$ cat config.mk
export PLATFORM = sky130hd
export DESIGN_NAME = mqtt_publish_line_parser
export DESIGN_NICKNAME = d
export VERILOG_FILES = /design/src/sv/mqpl_pkg.sv /design/src/sv/mqpl_parse.sv /design/src/sv/mqpl_out.sv /design/src/sv/mqtt_publish_line_parser.sv
export VERILOG_INCLUDE_DIRS = /design/src /design/src/sv
export SDC_FILE = /design/constraint.sdc
export NUM_CORES = 1
export LEC_CHECK = 0
export ABC_AREA = 1
export BUFFER_PORTS_ARGS = -buffer_cell sky130_fd_sc_hd__buf_4
export CAP_MARGIN = 20
export CORE_MARGIN = 1.5
export CORE_UTILIZATION = 46
export CTS_BUF_LIST = sky130_fd_sc_hd__clkbuf_8
export CTS_CLUSTER_DIAMETER = 150
export DETAILED_ROUTE_END_ITERATION = 10
export PLACE_DENSITY = 0.71
export REMOVE_ABC_BUFFERS = 1
export SLEW_MARGIN = 10
export SYNTH_ARGS = -nofsm -noshare
export SYNTH_HDL_FRONTEND = slang
export SYNTH_SLANG_ARGS = --single-unit
export TNS_END_PERCENT = 5
$ cat constraint.sdc
create_clock -name clk -period 6.5 [get_ports clk]
set_input_delay 1.3 -clock clk [delete_from_list [all_inputs] [get_ports clk]]
set_output_delay 1.3 -clock clk [all_outputs]
set_load 0.02 [all_outputs]
$ cat src/sv/mqtt_publish_line_parser_macros.svh
// Assertion helpers used by the parser module mqpl_parse.
// Each macro expects a clock named clk and an active-low reset named arst_n in scope.
`ifndef MQTT_PUBLISH_LINE_PARSER_MACROS_SVH
`define MQTT_PUBLISH_LINE_PARSER_MACROS_SVH

// The consequent must hold in the same cycle as the antecedent.
`define MQPL_ASSERT_NOW(label, ante, cons, msg) \
	label: assert property (@(posedge clk) disable iff (!arst_n) (ante) |-> (cons)) \
		else $error(msg);

// The consequent must hold in the cycle after the antecedent.
`define MQPL_ASSERT_NEXT(label, ante, cons, msg) \
	label: assert property (@(posedge clk) disable iff (!arst_n) (ante) |=> (cons)) \
		else $error(msg);

`endif

$ cat src/sv/mqpl_pkg.sv
`default_nettype none

package mqpl_pkg;

	// Line status codes.
	typedef enum logic [1:0] {
		ST_COMPLETE    = 2'd0,
		ST_FRAGMENTED  = 2'd1,
		ST_NOT_PUBLISH = 2'd2,
		ST_INVALID     = 2'd3
	} status_t;

	// Parser phases, one-hot; each phase sits one bit above its predecessor.
	typedef enum logic [20:0] {
		PH_PREFIX     = 21'h000001,
		PH_KIND_OPEN  = 21'h000002,
		PH_KIND_BODY  = 21'h000004,
		PH_C_KIND     = 21'h000008,
		PH_N1_PRE     = 21'h000010,
		PH_N1_DIG     = 21'h000020,
		PH_C_N1       = 21'h000040,
		PH_N2_PRE     = 21'h000080,
		PH_N2_DIG     = 21'h000100,
		PH_C_N2       = 21'h000200,
		PH_T_OPEN     = 21'h000400,
		PH_T_BODY     = 21'h000800,
		PH_C_T        = 21'h001000,
		PH_N3_PRE     = 21'h002000,
		PH_N3_DIG     = 21'h004000,
		PH_C_N3       = 21'h008000,
		PH_N4_PRE     = 21'h010000,
		PH_N4_DIG     = 21'h020000,
		PH_C_N4       = 21'h040000,
		PH_PAYLOAD_WS = 21'h080000,
		PH_PAYLOAD    = 21'h100000
	} phase_t;

	// One result per line.
	typedef struct packed {
		status_t     status;
		logic [15:0] topic_offset;
		logic [7:0]  topic_size;
		logic [15:0] payload_offset;
		logic [15:0] payload_size;
		logic [31:0] total_size;
	} result_t;

	localparam logic [7:0]  CH_QUOTE   = 8'h22;
	localparam logic [7:0]  CH_COMMA   = 8'h2C;
	localparam logic [7:0]  CH_BSLASH  = 8'h5C;
	localparam logic [7:0]  CH_SPACE   = 8'h20;
	localparam logic [7:0]  CH_TAB     = 8'h09;
	localparam logic [7:0]  CH_CR      = 8'h0D;
	localparam logic [7:0]  CH_LF      = 8'h0A;
	localparam logic [15:0] PREFIX_LAST = 16'd8;
	localparam logic [15:0] MIN_LINE    = 16'd9;
	localparam logic [3:0]  KIND_LEN    = 4'd7;
	localparam logic [31:0] NUM_LIMIT   = 32'd429496729;
	localparam logic [3:0]  NUM_LIMIT_DIGIT = 4'd5;

	function automatic logic is_ws(input logic [7:0] b);
		return (b == CH_SPACE) || (b == CH_TAB) || (b == CH_CR) || (b == CH_LF);
	endfunction

	function automatic logic is_digit(input logic [7:0] b);
		return (b >= 8'h30) && (b <= 8'h39);
	endfunction

	function automatic logic bad_quoted(input logic [7:0] b);
		return (b == CH_BSLASH) || (b < CH_SPACE);
	endfunction

	// Characters of "+MQTTURC:".
	function automatic logic [7:0] prefix_char(input logic [3:0] i);
		logic [7:0] c;
		case (i)
			4'd0: c = 8'h2B;
			4'd1: c = 8'h4D;
			4'd2: c = 8'h51;
			4'd3: c = 8'h54;
			4'd4: c = 8'h54;
			4'd5: c = 8'h55;
			4'd6: c = 8'h52;
			4'd7: c = 8'h43;
			4'd8: c = 8'h3A;
			default: c = 8'h00;
		endcase
		return c;
	endfunction

	// Characters of "publish".
	function automatic logic [7:0] kind_char(input logic [3:0] i);
		logic [7:0] c;
		case (i)
			4'd0: c = 8'h70;
			4'd1: c = 8'h75;
			4'd2: c = 8'h62;
			4'd3: c = 8'h6C;
			4'd4: c = 8'h69;
			4'd5: c = 8'h73;
			4'd6: c = 8'h68;
			default: c = 8'h00;
		endcase
		return c;
	endfunction

endpackage

`default_nettype wire

$ cat src/sv/mqpl_parse.sv
`default_nettype none
`include "mqtt_publish_line_parser_macros.svh"

module mqpl_parse
	import mqpl_pkg::*;
#(
	parameter int MAX_LINE_BYTES = 65535
) (
	input  wire logic       clk,
	input  wire logic       arst_n,
	input  wire logic       step,
	input  wire logic [7:0] line_byte,
	input  wire logic       end_of_line,
	output result_t         result
);

	localparam logic [15:0] MaxLine = 16'(MAX_LINE_BYTES);

	phase_t      phase_q, phase_d;
	logic [15:0] byte_index_q, byte_index_d;
	logic [3:0]  match_pos_q, match_pos_d;
	logic        kind_mismatch_q, kind_mismatch_d;
	logic [1:0]  first_error_q, first_error_d;
	logic [31:0] number_acc_q, number_acc_d;
	logic [31:0] total_acc_q, total_acc_d;
	logic [31:0] chunk_acc_q, chunk_acc_d;
	logic [15:0] topic_start_q, topic_start_d;
	logic [8:0]  topic_count_q, topic_count_d;
	logic [15:0] payload_start_q, payload_start_d;
	logic [15:0] payload_count_q, payload_count_d;
	logic [15:0] crlf_run_q, crlf_run_d;
	logic        overlong_q, overlong_d;

	logic [15:0] idx;
	logic [15:0] p_size;
	logic [15:0] p_off;

	// State update for one byte of the line.
	always_comb begin
		phase_d         = phase_q;
		byte_index_d    = byte_index_q;
		match_pos_d     = match_pos_q;
		kind_mismatch_d = kind_mismatch_q;
		first_error_d   = first_error_q;
		number_acc_d    = number_acc_q;
		total_acc_d     = total_acc_q;
		chunk_acc_d     = chunk_acc_q;
		topic_start_d   = topic_start_q;
		topic_count_d   = topic_count_q;
		payload_start_d = payload_start_q;
		payload_count_d = payload_count_q;
		crlf_run_d      = crlf_run_q;
		overlong_d      = overlong_q;
		idx             = byte_index_q;

		if (byte_index_q >= MaxLine) begin
			overlong_d = 1'b1;
		end else begin
			byte_index_d = byte_index_q + 16'd1;
			if ((line_byte == CH_CR) || (line_byte == CH_LF)) begin
				crlf_run_d = crlf_run_q + 16'd1;
			end else begin
				crlf_run_d = 16'd0;
			end
			if (first_error_q == 2'd0) begin
				unique case (phase_q) inside
					PH_PREFIX: begin
						if ((idx > PREFIX_LAST) || (line_byte != prefix_char(idx[3:0]))) begin
							first_error_d = ST_NOT_PUBLISH;
						end else if (idx == PREFIX_LAST) begin
							phase_d = PH_KIND_OPEN;
						end
					end
					PH_KIND_OPEN, PH_T_OPEN: begin
						if (!is_ws(line_byte)) begin
							if (line_byte != CH_QUOTE) begin
								first_error_d = ST_INVALID;
							end else begin
								if (phase_q == PH_T_OPEN) begin
									topic_start_d = idx + 16'd1;
									topic_count_d = 9'd0;
								end
								phase_d = phase_t'(phase_q << 1);
							end
						end
					end
					PH_KIND_BODY: begin
						if (line_byte == CH_QUOTE) begin
							if (kind_mismatch_q || (match_pos_q != KIND_LEN)) begin
								first_error_d = ST_NOT_PUBLISH;
							end else begin
								phase_d = PH_C_KIND;
							end
						end else if (bad_quoted(line_byte)) begin
							first_error_d = ST_INVALID;
						end else begin
							if ((match_pos_q >= KIND_LEN) ||
							    (line_byte != kind_char(match_pos_q))) begin
								kind_mismatch_d = 1'b1;
							end
							if (match_pos_q < 4'd8) begin
								match_pos_d = match_pos_q + 4'd1;
							end
						end
					end
					PH_T_BODY: begin
						if (line_byte == CH_QUOTE) begin
							if (topic_count_q[8]) begin
								first_error_d = ST_INVALID;
							end else begin
								phase_d = PH_C_T;
							end
						end else if (bad_quoted(line_byte)) begin
							first_error_d = ST_INVALID;
						end else if (!topic_count_q[8]) begin
							topic_count_d = topic_count_q + 9'd1;
						end
					end
					PH_C_KIND, PH_C_N1, PH_C_N2, PH_C_T, PH_C_N3, PH_C_N4: begin
						if (!is_ws(line_byte)) begin
							if (line_byte == CH_COMMA) begin
								phase_d = phase_t'(phase_q << 1);
							end else begin
								first_error_d = ST_INVALID;
							end
						end
					end
					PH_N1_PRE, PH_N2_PRE, PH_N3_PRE, PH_N4_PRE: begin
						if (!is_ws(line_byte)) begin
							if (is_digit(line_byte)) begin
								number_acc_d = {28'd0, line_byte[3:0]};
								phase_d = phase_t'(phase_q << 1);
							end else begin
								first_error_d = ST_INVALID;
							end
						end
					end
					PH_N1_DIG, PH_N2_DIG, PH_N3_DIG, PH_N4_DIG: begin
						if (is_digit(line_byte)) begin
							// A further digit must keep the value within 32 bits.
							if ((number_acc_q > NUM_LIMIT) || ((number_acc_q == NUM_LIMIT) &&
							    (line_byte[3:0] > NUM_LIMIT_DIGIT))) begin
								first_error_d = ST_INVALID;
							end else begin
								number_acc_d = (number_acc_q << 3) + (number_acc_q << 1) +
									{28'd0, line_byte[3:0]};
							end
						end else if (is_ws(line_byte) || (line_byte == CH_COMMA)) begin
							if ((phase_q == PH_N1_DIG) && (number_acc_q != 32'd0)) begin
								first_error_d = ST_INVALID;
							end else begin
								if (phase_q == PH_N3_DIG) begin
									total_acc_d = number_acc_q;
								end
								if (phase_q == PH_N4_DIG) begin
									chunk_acc_d = number_acc_q;
								end
								if (line_byte == CH_COMMA) begin
									phase_d = phase_t'(phase_q << 2);
								end else begin
									phase_d = phase_t'(phase_q << 1);
								end
							end
						end else begin
							first_error_d = ST_INVALID;
						end
					end
					PH_PAYLOAD_WS: begin
						if (!is_ws(line_byte)) begin
							payload_start_d = idx;
							payload_count_d = 16'd1;
							phase_d = PH_PAYLOAD;
						end
					end
					PH_PAYLOAD: begin
						if (payload_count_q < 16'hFFFF) begin
							payload_count_d = payload_count_q + 16'd1;
						end
					end
					default: begin
						first_error_d = ST_INVALID;
					end
				endcase
			end
		end
	end

	// Line verdict, valid on the byte that ends the line.
	always_comb begin
		result = '0;
		if (phase_d == PH_PAYLOAD) begin
			p_off  = payload_start_d;
			p_size = payload_count_d - crlf_run_d;
		end else begin
			p_off  = byte_index_d - crlf_run_d;
			p_size = 16'd0;
		end
		if (overlong_d || (byte_index_d < MIN_LINE)) begin
			result.status = ST_INVALID;
		end else if (first_error_d != 2'd0) begin
			result.status = status_t'(first_error_d);
		end else if ((phase_d != PH_PAYLOAD_WS) && (phase_d != PH_PAYLOAD)) begin
			result.status = ST_INVALID;
		end else if ((chunk_acc_d != {16'd0, p_size}) || (total_acc_d < chunk_acc_d)) begin
			result.status = ST_INVALID;
		end else begin
			result.status         = (total_acc_d != chunk_acc_d) ? ST_FRAGMENTED : ST_COMPLETE;
			result.topic_offset   = topic_start_d;
			result.topic_size     = topic_count_d[7:0];
			result.payload_offset = p_off;
			result.payload_size   = p_size;
			result.total_size     = total_acc_d;
		end
	end

	// Line state registers; the last byte of a line clears them for the next one.
	always_ff @(posedge clk or negedge arst_n) begin
		if (!arst_n) begin
			phase_q         <= PH_PREFIX;
			byte_index_q    <= '0;
			match_pos_q     <= '0;
			kind_mismatch_q <= 1'b0;
			first_error_q   <= '0;
			number_acc_q    <= '0;
			total_acc_q     <= '0;
			chunk_acc_q     <= '0;
			topic_start_q   <= '0;
			topic_count_q   <= '0;
			payload_start_q <= '0;
			payload_count_q <= '0;
			crlf_run_q      <= '0;
			overlong_q      <= 1'b0;
		end else if (step && end_of_line) begin
			phase_q         <= PH_PREFIX;
			byte_index_q    <= '0;
			match_pos_q     <= '0;
			kind_mismatch_q <= 1'b0;
			first_error_q   <= '0;
			number_acc_q    <= '0;
			total_acc_q     <= '0;
			chunk_acc_q     <= '0;
			topic_start_q   <= '0;
			topic_count_q   <= '0;
			payload_start_q <= '0;
			payload_count_q <= '0;
			crlf_run_q      <= '0;
			overlong_q      <= 1'b0;
		end else if (step) begin
			phase_q         <= phase_d;
			byte_index_q    <= byte_index_d;
			match_pos_q     <= match_pos_d;
			kind_mismatch_q <= kind_mismatch_d;
			first_error_q   <= first_error_d;
			number_acc_q    <= number_acc_d;
			total_acc_q     <= total_acc_d;
			chunk_acc_q     <= chunk_acc_d;
			topic_start_q   <= topic_start_d;
			topic_count_q   <= topic_count_d;
			payload_start_q <= payload_start_d;
			payload_count_q <= payload_count_d;
			crlf_run_q      <= crlf_run_d;
			overlong_q      <= overlong_d;
		end
	end

	// A finished line leaves the parser ready for a fresh prefix.
	`MQPL_ASSERT_NEXT(a_line_clears, step && end_of_line, (byte_index_q == 16'd0) && (phase_q == PH_PREFIX), "line state not cleared after last byte")
	// Once an error is latched it holds until the line ends.
	`MQPL_ASSERT_NEXT(a_error_sticks, step && !end_of_line && (first_error_q != 2'd0), first_error_q == $past(first_error_q), "latched error changed within a line")
	// The topic counter saturates and never runs past 256.
	`MQPL_ASSERT_NOW(a_topic_sat, 1'b1, topic_count_q <= 9'd256, "topic count beyond saturation")

endmodule

`default_nettype wire

$ cat src/sv/mqpl_out.sv
`default_nettype none

module mqpl_out
	import mqpl_pkg::*;
(
	input  wire logic    clk,
	input  wire logic    arst_n,
	input  wire logic    load,
	input  wire result_t result_in,
	output logic         free,
	output logic         out_valid,
	input  wire logic    out_ready,
	output result_t      result_out
);

	logic    valid_q;
	result_t result_q;

	// The register can take a new result when empty or when its result leaves this cycle.
	assign free       = !valid_q || out_ready;
	assign out_valid  = valid_q;
	assign result_out = result_q;

	// Result valid flag.
	always_ff @(posedge clk or negedge arst_n) begin
		if (!arst_n) begin
			valid_q <= 1'b0;
		end else if (load) begin
			valid_q <= 1'b1;
		end else if (out_ready) begin
			valid_q <= 1'b0;
		end
	end

	// Result payload.
	always_ff @(posedge clk) begin
		if (load) begin
			result_q <= result_in;
		end
	end

endmodule

`default_nettype wire

$ cat src/sv/mqtt_publish_line_parser.sv
// Channel    Direction  Ports                        Contents
// s_*        in         s_tvalid s_tready s_tdata    line_byte; s_tlast is end_of_line
// m_*        out        m_tvalid m_tready m_tdata    one result per line
//
// One byte is accepted per cycle when the output side keeps up.
// A byte passes an input register, then the parser updates its line state.
// The line result appears on m_* at the same edge at which its last byte leaves the
// input register; a last byte waits there while the result register is still full.
// Reset is asynchronous and clears the line state and both valid flags.
`default_nettype none

module mqtt_publish_line_parser
	import mqpl_pkg::*;
#(
	parameter int MAX_LINE_BYTES = 65535
) (
	input  wire logic        clk,
	input  wire logic        arst_n,
	input  wire logic        s_tvalid,
	output logic             s_tready,
	input  wire logic [7:0]  s_tdata,   // [7:0] line_byte
	input  wire logic        s_tlast,
	output logic             m_tvalid,
	input  wire logic        m_tready,
	output logic [95:0]      m_tdata    // [1:0] status, [17:2] topic_offset,
	                                    // [25:18] topic_size, [41:26] payload_offset,
	                                    // [57:42] payload_size, [89:58] total_size,
	                                    // [95:90] zero
);

	logic       valid_s1;
	logic [7:0] byte_s1;
	logic       last_s1;
	logic       advance;
	logic       out_free;
	result_t    line_result;
	result_t    out_result;

	// The held byte moves on unless it closes a line and the result register is occupied.
	assign advance  = valid_s1 && (!last_s1 || out_free);
	assign s_tready = !valid_s1 || advance;

	// Input register.
	always_ff @(posedge clk or negedge arst_n) begin
		if (!arst_n) begin
			valid_s1 <= 1'b0;
		end else if (s_tready) begin
			valid_s1 <= s_tvalid;
		end
	end

	always_ff @(posedge clk) begin
		if (s_tready && s_tvalid) begin
			byte_s1 <= s_tdata;
			last_s1 <= s_tlast;
		end
	end

	mqpl_parse #(
		.MAX_LINE_BYTES(MAX_LINE_BYTES)
	) u_parse (
		.clk        (clk),
		.arst_n     (arst_n),
		.step       (advance),
		.line_byte  (byte_s1),
		.end_of_line(last_s1),
		.result     (line_result)
	);

	mqpl_out u_out (
		.clk       (clk),
		.arst_n    (arst_n),
		.load      (advance && last_s1),
		.result_in (line_result),
		.free      (out_free),
		.out_valid (m_tvalid),
		.out_ready (m_tready),
		.result_out(out_result)
	);

	// Pack the result fields from the lowest bit up.
	assign m_tdata = {6'd0, out_result.total_size, out_result.payload_size,
		out_result.payload_offset, out_result.topic_size, out_result.topic_offset,
		out_result.status};

endmodule

`default_nettype wire

# After elaboration in Yosys (flattened, before gate mapping)
# Memories as Yosys holds them, arrays and structs flattened.
# Index checks and enable logic that the tools add are counted.
[word_totals]
register_bits = 315
mem_bits_ro = 112
inputBits = 13
output_inout_bits = 98
wordCells = 296
mem_count = 1
[memory_table]
columns = ["memory", "words", "word_bits", "read_ports", "rd_ports_with_merged_regs", "wr", "line", "source"]
rows = [
  ["(name not given)", 16, 7, 1, 0, 0, "mqpl_pkg.sv:76", "case (i)"],
]
[classes]
n_addsub = 9
magnitude_cmp = 12
eq_ne = 57
muxes = 145
n_reduce_logical = 47
[op_table]
columns = ["op", "count"]
rows = [
  ["2-to-1 mux 32 bit", 26],
  ["2-to-1 mux 16 bit", 29],
  ["2-to-1 mux 21 bit", 21],
  ["case mux 21 bit (8 select lines)", 1],
  ["2-to-1 mux 9 bit", 10],
  ["2-to-1 mux 8 bit", 8],
  ["case mux 32 bit (2 select lines)", 1],
  ["case mux 7 bit (7 select lines)", 1],
  ["adder 16 x 1 -> 16 bit, second input constant", 3],
  ["2-to-1 mux 2 bit", 23],
  ["equality test 21 bit, second input constant", 2],
  ["adder 32 bit", 1],
  ["adder 32 x 4 -> 32 bit", 1],
  ["equality test 32 x 29 -> 1 bit, second input constant", 1],
  ["> comparator 32 x 29 -> 1 bit, second input constant", 1],
  ["< comparator 32 bit", 1],
  ["2-to-1 mux 4 bit", 8],
  ["inequality test 32 x 16 -> 1 bit", 1],
  ["inequality test 32 bit", 1],
  ["case mux 16 bit (2 select lines)", 1],
  ["nonzero test 32 bit", 1],
  ["subtractor 16 bit", 2],
  ["equality test 8 x 4 -> 1 bit, second input constant", 3],
  ["equality test 8 x 6 -> 1 bit, second input constant", 3],
  ["61 further kinds", 120],
]

# Longest topological paths before layout
# Gate-level depths: netlist of the first run.
[depth]
depth_word = 17
ltp_mapped = 40
mapped_depth_nobuf = 38

# By module
# A second synthesis of the first run with hierarchy kept.
[unflattened]
cells_unflattened = 2949
area_unflattened_um2 = 22127.5
[by_module_without_submodules]
columns = ["module", "n_inst", "cells_each", "area_each_um2", "seq_area_each_um2"]
rows = [
  ["mqpl_parse", 1, 2828, 18990.7, 5356.4],
  ["mqpl_out", 1, 95, 2747.6, 2727.6],
  ["mqtt_publish_line_parser", 1, 26, 389.1, 295.3],
]

# Least setup slack after synthesis of the first run
# Ideal clock, no wire load.
[synth_path]
path_type = "input to register"
start = "in m_tready"
end = "reg u_parse.number_acc_q[28]"
setup_ns = 0.101
t_arrival_ns = 5.192
t_required_ns = 6.399
slack_ns = 1.207
stages = 10
path_buffers = 1
cell_sequence = "inv_1 nand3_1 nand2_1 inv_1 nand2_1 clkinv_1 nor2_1 nand2_1 clkbuf_1 o32ai_1"
[synth_via]
elab_chain_len = 6
word_cells_on_any_way = 14
cone_classes = "eq/ne: 5; mux: 1; reduce/logical: 8"
[synth_lines]
columns = ["item", "line", "source"]
rows = [
  ["from (decl)", "mqtt_publish_line_parser.sv:24", "input wire logic m_tready,"],
  ["logical OR 1 bit (*)", "mqpl_out.sv:20", "assign free = !valid_q || out_ready;"],
  ["logical OR 1 bit (*)", "mqtt_publish_line_parser.sv:40", "assign advance = valid_s1 && (!last_s1 || out_free);"],
  ["logical AND 1 bit (*)", "mqtt_publish_line_parser.sv:40", ""],
  ["logical AND 1 bit (*)", "-", ""],
  ["named net u_out.load", "mqpl_out.sv:8", "input wire logic load,"],
  ["inequality test 3 x 1 -> 1 bit (no source line) (tied with other cells)", "-", ""],
  ["AND reduction 8 bit (no source line)", "-", ""],
  ["to (signal assigned)", "mqpl_parse.sv:254", "number_acc_q <= number_acc_d;"],
  ["to (decl)", "mqpl_parse.sv:24", "logic [31:0] number_acc_q, number_acc_d;"],
]
# Mark *: on every way through the listed nets, which the timed path passes. The rest lies on a longest branch.
# A chain may end at the register's enable or synchronous reset.

# Worst setup path in the final report of the first run
[layout_path]
start = "reg u_parse.byte_index_q[3]"
end = "reg u_out.result_q, in the netlist u_out.result_out[49], data pin"
[layout_via]
elab_chain_len = 15
word_cells_on_any_way = 41
cone_classes = "add/sub: 3; order compare: 4; eq/ne: 6; mux: 21; reduce/logical: 6; memory: 1"
[layout_lines]
columns = ["item", "line", "source"]
rows = [
  ["from (decl)", "mqpl_parse.sv:20", "logic [15:0] byte_index_q, byte_index_d;"],
  ["from (signal assigned)", "mqpl_parse.sv:250", "byte_index_q <= byte_index_d;"],
  ["memory read (16 x 7 bit)", "-", ""],
  ["2-to-1 mux 8 bit", "mqpl_parse.sv:66", "unique case (phase_q) inside"],
  ["2-to-1 mux 8 bit", "mqpl_parse.sv:65", "if (first_error_q == 2'd0) begin"],
  ["2-to-1 mux 8 bit", "mqpl_parse.sv:56", "if (byte_index_q >= MaxLine) begin"],
  ["inequality test 8 bit", "mqpl_parse.sv:68", "if ((idx > PREFIX_LAST) || (line_byte != prefix_char(idx[3:0]))) begin"],
  ["logical OR 1 bit", "mqpl_parse.sv:68", ""],
  ["2-to-1 mux 21 bit", "mqpl_parse.sv:68", ""],
  ["case mux 21 bit (8 select lines)", "mqpl_parse.sv:66", ""],
  ["2-to-1 mux 21 bit", "mqpl_parse.sv:65", ""],
  ["2-to-1 mux 21 bit", "mqpl_parse.sv:56", ""],
  ["equality test 21 bit", "mqpl_parse.sv:191", "if (phase_d == PH_PAYLOAD) begin"],
  ["2-to-1 mux 16 bit", "mqpl_parse.sv:191", ""],
  ["inequality test 32 x 16 -> 1 bit", "mqpl_parse.sv:204", "end else if ((chunk_acc_d != {16'd0, p_size}) || (total_acc_d < chunk_acc_d)) begin"],
  ["logical OR 1 bit", "mqpl_parse.sv:204", ""],
  ["OR reduction 4 bit (no source line)", "-", ""],
  ["to (signal assigned)", "mqpl_out.sv:38", "result_q <= result_in;"],
  ["to (decl)", "mqpl_out.sv:17", "result_t result_q;"],
]
# Parallel ways exist; a longest one is shown, timed or not. The select of a mux whose other input is x is not followed.

==> run summary, run 1 <==
Status = completed
Clock root buffer = clkbuf_8
Floorplan core area = 46500 µm²
CTS Buffer Depth = 3
Seq/Total Area, Yosys = 0.387
Post-synthesis mux area share = 0
Die ar. = 48400 µm²
Gpl congestion = 0.965
Crit-path max FO = 50
Final min period = 6.02 ns
Fmax = 0.166 GHz
CP most frequent cell = nand2_1
Crit Path Category = reg -> reg
CP required = 7.01 ns
Post-synthesis cell count = 2949
Share of layout cells above drive strength 1 = 0.110
Final Skew = 0.0431 ns
Mapped Area = 21600 µm²
Seq pwr share = 0.404
Htree depth = 2
Area delta synth->final = 13.4%
Top FF cell, synth = dfrtp_1
Clock transition at path regs = 0.06 ns
First-pass GRT wire length = 109 mm
Drt wl/cell = 18.1 µm
Clk_lat worst skew = 0.69 ns
Worst EP arrival = 6.53 ns
Overall power = 5.33 mW
Avg Vias per Cell = 5.61
Yosys reg bits = 315
GR Util All Layers = 0.285
Final hold violation count = 0
Gr ovfl total = 0
DPL Wire Length = 49.3 mm
Crit path max-delay cell type = dfrtp_1
Worst Setup Start Kind = flop
Number of port buffers = 104
Internal power = 3.57 mW
Maximum vdd drop = 0.215 mV
Compound-gate portion of the synthesized area = 0.160
Die Y = 220 µm
Die width = 220 µm
Layout Nets = 3220
Largest family of logic cells by synthesized area = simple AND/OR/NAND/NOR gates
Bufs and invs on worst path = 5
Worst relative slew slack = 0.243
Placed insts = 3616
Largest net degree at the start of global routing = 112
Final core utilization = 0.528
Post-cts hold buffer count = 0
Sw frac = 0.331
Combinational power share = 0.199
Initial antenna violation count = 0
Final ANT Viol Nets = 0
Setup violators final = 0
RSZ-0062 raised after global routing = false
Slew @ Worst Pin = 1.13 ns
Final Non-Filler Cells = 3732
Power Dens Cells = 217 nW/µm²
Number of global-route vias before repair = 20400
CP peak stage delay = 0.54 ns
Post-synth EDFFs = 99
Vias = 20900
Row cnt = 79
Adder-Cell Fraction of Synth Area = 0.0783
Syn_area_per_cell = 7.34 µm²
Commonest non-fill, non-tap cell in the layout = nand2_1
Clock sinks = 315
TritonCTS clock tree = yes
Critical Path End Type = flop
Cts bufs inserted = 59
P_leak = 11.5 nW
Xor and xnor area share after synthesis = 0.0227
Setup_tns = 0 ns
Final Cycle Share = 0.926
IO Pins = 111
Delay-heaviest family, CP = simple AND/OR/NAND/NOR gates
Clock power frac = 0.397
Simple-gate share of the synthesized area = 0.255
Switching power = 1.77 mW
Initial Util = 0.466
Fin Hold WS = 0.484 ns
Yosys cell types = 60
Remaining DRCs = 0
DRT Wirelength = 67.7 mm
Ys async rst share = 0.686
Number of DRC markers in iteration 0 = 1873
Yosys warns = 0
Maxcap violations = 0
DR pass1 iterations = 9
Max-slew violations = 0
Most frequent cells in the layout = 658 x nand2_1, 425 x inv_1, 306 x nor2_1, 302 x o21ai_0, 215 x dfrtp_1
Hold crit path type = reg -> reg
through the flow:
step	setup slack [ns]	instance area, µm²
final	0.480	24500
after global routing	0.00375	24500
after global placement	0.359	23200
after detailed placement	0.315	23200
after CTS	0.272	24500
after floorplan	-2.20	21200
final timing paths:
check                                         from                  endpoint  slack [ns]  cells past startpoint
min in group asynchronous                   arst_n  u_parse.number_acc_q[27]        0.67                      1
max reg2reg                u_parse.byte_index_q[3]      u_out.result_out[49]        0.48                     32
min                         u_parse.chunk_acc_q[0]    u_parse.chunk_acc_q[0]        0.48                      2
min reg2reg                 u_parse.chunk_acc_q[0]    u_parse.chunk_acc_q[0]        0.48                      2
max in group asynchronous                   arst_n  u_parse.topic_start_q[1]        4.56                      2
max                        u_parse.byte_index_q[3]      u_out.result_out[49]        0.48                     32
kinds of logic (layout without fill, tap and decap cells):
| group | count (synthesis) | count (layout) |
|---|---|---|
| DFF | 315 | 315 |
| xor gates and xnor gates | 56 | 56 |
| other | 1 | 7 |
| adders and majority gates | 133 | 133 |
| buffers and inverters | 531 | 701 |
| and+or+nand+nor | 1290 | 1290 |
| AOI/OAI and AO/OA | 623 | 623 |
tightest hold or removal path, delay by kind of cell (launching register included):
| family | cells | cell delay [ns] |
|---|---|---|
| flops | 1 | 0.34 |
| compound gates | 1 | 0.06 |
| simple gates | 1 | 0.05 |
cells in the mapped netlist, drive strengths merged, types with 2 or more instances:
| cell type | number | area, µm² |
|---|---|---|
| a31oi | 6 | 37.5 |
| o32ai | 3 | 26.3 |
| o2bb2ai | 2 | 17.5 |
| a2111oi | 2 | 17.5 |
| o22ai | 104 | 651 |
| xnor2 | 16 | 140 |
| o2111ai | 4 | 35.0 |
| nand2 | 666 | 2530 |
| a211oi | 8 | 60.1 |
| a21boi | 8 | 60.1 |
| xor2 | 40 | 350 |
| o211ai | 20 | 150 |
| and3 | 4 | 25.0 |
| o31ai | 2 | 15.0 |
| o21ai | 304 | 1530 |
| a22oi | 2 | 15.0 |
| ha | 129 | 1610 |
| dfrtp | 215 | 5380 |
| nor4 | 13 | 81.3 |
| o221ai | 3 | 26.3 |
| or2 | 17 | 106 |
| nor2 | 343 | 1400 |
| buf | 31 | 220 |
| a31o | 2 | 17.5 |
| nand3b | 3 | 22.5 |
| a21oi | 139 | 696 |
| nor3b | 2 | 15.0 |
| inv | 423 | 1590 |
| nand4 | 51 | 325 |
| edfxtp | 99 | 2970 |
| nor3 | 44 | 253 |
| fa | 4 | 80.1 |
| o21bai | 3 | 22.5 |
| clkinv | 4 | 15.0 |
| a22o | 2 | 17.5 |
| o21a | 5 | 37.5 |
| nand3 | 146 | 751 |
| clkbuf | 73 | 275 |
routing by layer:
layer,up-vias,GRT usage,part of all wire
met5,-,0,0
met4,0,0.105,0.032
met3,139,0.0414,0.065
met2,724,0.470,0.47
met1,9998,0.378,0.43
li1,10100,-,-
sequential cells by signal, summed over array words and instances, names as in the netlist, 2 cells and up:
signal	count
byte_s1	8
u_out.result_out	90
u_parse.topic_count_q	9
u_parse.total_acc_q	32
u_parse.chunk_acc_q	32
u_parse.payload_count_q	16
u_parse.number_acc_q	32
u_parse.byte_index_q	16
u_parse.crlf_run_q	16
u_parse.first_error_q	2
u_parse.match_pos_q	4
u_parse.payload_start_q	16
u_parse.phase_q	21
u_parse.topic_start_q	16
power groups by stage:
stage	sequential, mW	combinational [mW]	clock (mW)
after floorplan	2.21	0.625	0
after global placement	2.19	1.02	0
after detailed placement	2.19	1.03	0
after CTS	2.15	1.03	2.15
after global routing	2.16	1.16	2.25
final	2.15	1.06	2.12
layout make-up:
cell class	instances	area (µm²)
fillers	4571	21900
multi-input cells	2108	11200
flip-flops and latches	315	8380
inverters	427	1610
repair buffers	163	1290
clock buffers	68	936
well taps	607	759
clock inverters	43	344
diodes	1	2.50
timing repair:
item	CTS	global route
setup endpoints to repair	0	90
resized for setup	0	5
buffers inserted	0	4
(Power assumes the default switching activity.)
==> run 2: changes to the inputs <==
CTS_BUF_LIST = sky130_fd_sc_hd__clkbuf_16   (was sky130_fd_sc_hd__clkbuf_8)
==> run summary, run 2 (synthesis results as in run 1) <==
Status = completed (unchanged)
Gr ovfl total = 0 (unchanged)
WHS Path Cells = 2 (unchanged)
TritonCTS clock tree = yes (unchanged)
Diodes inserted = 0 (was 1)
Crit-path max FO = 50 (unchanged)
Floorplan core area = 46500 µm² (unchanged)
Crit path max-delay cell type = dfrtp_1 (unchanged)
Avg Vias per Cell = 5.66 (was 5.61)
Share of layout cells above drive strength 1 = 0.0998 (was 0.110)
CTS Buffer Depth = 3 (unchanged)
IO Pins = 111 (unchanged)
First-pass GRT wire length = 109 mm (about the same)
CP required = 6.91 ns (was 7.01 ns)
Row cnt = 79 (unchanged)
Critical Path End Type = flop (unchanged)
Fmax = 0.166 GHz (about the same)
Maxcap violations = 0 (unchanged)
Power Dens Cells = 224 nW/µm² (was 217 nW/µm²)
Fin Hold WS = 0.486 ns (was 0.484 ns)
DR pass1 iterations = 5 (was 9)
Cts bufs inserted = 40 (was 59)
CP most frequent cell = nand2_1 (unchanged)
Remaining DRCs = 0 (unchanged)
Final min period = 6.02 ns (about the same)
GR Util All Layers = 0.285 (about the same)
Maximum vdd drop = 0.261 mV (was 0.215 mV)
Bufs and invs on worst path = 4 (was 5)
Slew @ Worst Pin = 1.16 ns (was 1.13 ns)
Worst reg2reg path depth = 33 (was 32)
Crit Path Category = reg -> reg (unchanged)
DPL Wire Length = 49.3 mm (unchanged)
Final Non-Filler Cells = 3694 (was 3732)
Commonest non-fill, non-tap cell in the layout = nand2_1 (unchanged)
Htree depth = 2 (unchanged)
Delay-heaviest family, CP = simple AND/OR/NAND/NOR gates (unchanged)
Die width = 220 µm (unchanged)
Area delta synth->final = 13.6% (was 13.4%)
Worst Setup Start Kind = flop (unchanged)
Critical path depth = 33 (was 32)
Layout Nets = 3201 (was 3220)
Number of DRC markers in iteration 0 = 1796 (was 1873)
Vias = 20900 (about the same)
RSZ-0062 raised after global routing = false (unchanged)
Hold crit path type = reg -> reg (unchanged)
Clock sinks = 315 (unchanged)
Clk_lat worst skew = 0.57 ns (was 0.69 ns)
Worst relative slew slack = 0.226 (was 0.243)
Filler Cells Inserted = 4531 (was 4571)
Clock transition at path regs = 0.06 ns (about the same)
Gpl congestion = 0.965 (unchanged)
Max reg flops = 90 (unchanged)
Largest net degree at the start of global routing = 112 (unchanged)
Clock root buffer = clkbuf_16 (was clkbuf_8)
P_leak = 11.5 nW (about the same)
Dpl ws = 0.315 ns (unchanged)
Initial antenna violation count = 0 (unchanged)
Final Cycle Share = 0.926 (about the same)
Most frequent cells in the layout = 658 x nand2_1, 420 x inv_1, 306 x nor2_1, 302 x o21ai_0, 215 x dfrtp_1 (was 658 x nand2_1, 425 x inv_1, 306 x nor2_1, 302 x o21ai_0, 215 x dfrtp_1)
DRT Wirelength = 68.2 mm (was 67.7 mm)
Final worst slack = 0.482 ns (was 0.480 ns)
Worst EP arrival = 6.43 ns (was 6.53 ns)
Die Y = 220 µm (unchanged)
Final hold violation count = 0 (unchanged)
Number of port buffers = 104 (unchanged)
Setup violators final = 0 (unchanged)
Final ANT Viol Nets = 0 (unchanged)
Final Skew = 0.0207 ns (was 0.0431 ns)
Drt wl/cell = 18.5 µm (was 18.1 µm)
Die ar. = 48400 µm² (unchanged)
Final core utilization = 0.529 (was 0.528)
Placed insts = 3616 (unchanged)
CP peak stage delay = 0.46 ns (was 0.54 ns)
Initial Util = 0.466 (unchanged)
Max-slew violations = 0 (unchanged)
Number of global-route vias before repair = 20400 (about the same)
Post-cts hold buffer count = 0 (unchanged)
run 2: cell count changes in the layout (fill, tap and decap cells not counted), sizes merged:
cell | before | now
clkbuf | 68 | 43
diode | 1 | 0
inv | 439 | 434
bufinv | 5 | 4
clkinv | 21 | 17
clkinvlp | 5 | 3
run 2: per-stage QoR:
| stage | instance area (µm²) | total power [mW] | setup TNS [ns] |
|---|---|---|---|
| after global placement | 23200 | 3.21 | 0 |
| after floorplan | 21200 | 2.84 | -178.65 |
| after global routing | 24600 | 5.72 | 0 |
| after CTS | 24500 | 5.49 | 0 |
| after detailed placement | 23200 | 3.22 | 0 |
| final | 24600 | 5.50 | 0 |
run 2: repair_timing:
action                     CTS  global route
buffers inserted             0             4
gates resized for setup      0             5
setup endpoints to repair    0            90
run 2: final cells by class:
cell class	instances	area, µm²	area share
clock buffer	43	1080	0.0438
clock inverter	31	255	0.0104
inverter	427	1610	0.0654
multi-input combinational	2108	11200	0.456
sequential	315	8380	0.341
tap	607	759	0.0309
timing repair buffer	163	1290	0.0526
run 2: worst register-to-register path: cells and delay by family (launching register included):
family	cells	cell delay (ns)
AO/OA/AOI/OAI	7	1.46
flip-flops	1	0.46
AND/OR/NAND/NOR	20	2.66
buffers and inverters	4	0.71
adder cells (fa/ha/maj)	2	0.55
run 2: per-layer routing:
| layer | vias up | part of all wire | global-route usage |
|---|---|---|---|
| met5 | - | 0 | 0 |
| met3 | 143 | 0.061 | 0.0409 |
| met1 | 9988 | 0.44 | 0.377 |
| li1 | 10000 | - | - |
| met2 | 758 | 0.47 | 0.472 |
| met4 | 0 | 0.034 | 0.107 |
run 2: worst paths after layout:
kind / end / startpoint / slack, ns
min in group asynchronous: u_parse.total_acc_q[18] / arst_n / 0.78
max reg2reg: u_out.result_out[49] / u_parse.byte_index_q[0] / 0.48
max: u_out.result_out[49] / u_parse.byte_index_q[0] / 0.48
min reg2reg: u_parse.chunk_acc_q[29] / u_parse.chunk_acc_q[29] / 0.49
min: u_parse.chunk_acc_q[29] / u_parse.chunk_acc_q[29] / 0.49
max in group asynchronous: u_parse.topic_start_q[1] / arst_n / 4.44
run 2: power by group:
part / total (mW) / switching (mW) / internal, mW
clock network: 2.28 / 0.925 / 1.35
logic: 1.07 / 0.769 / 0.299
registers: 2.16 / 0.0513 / 2.10
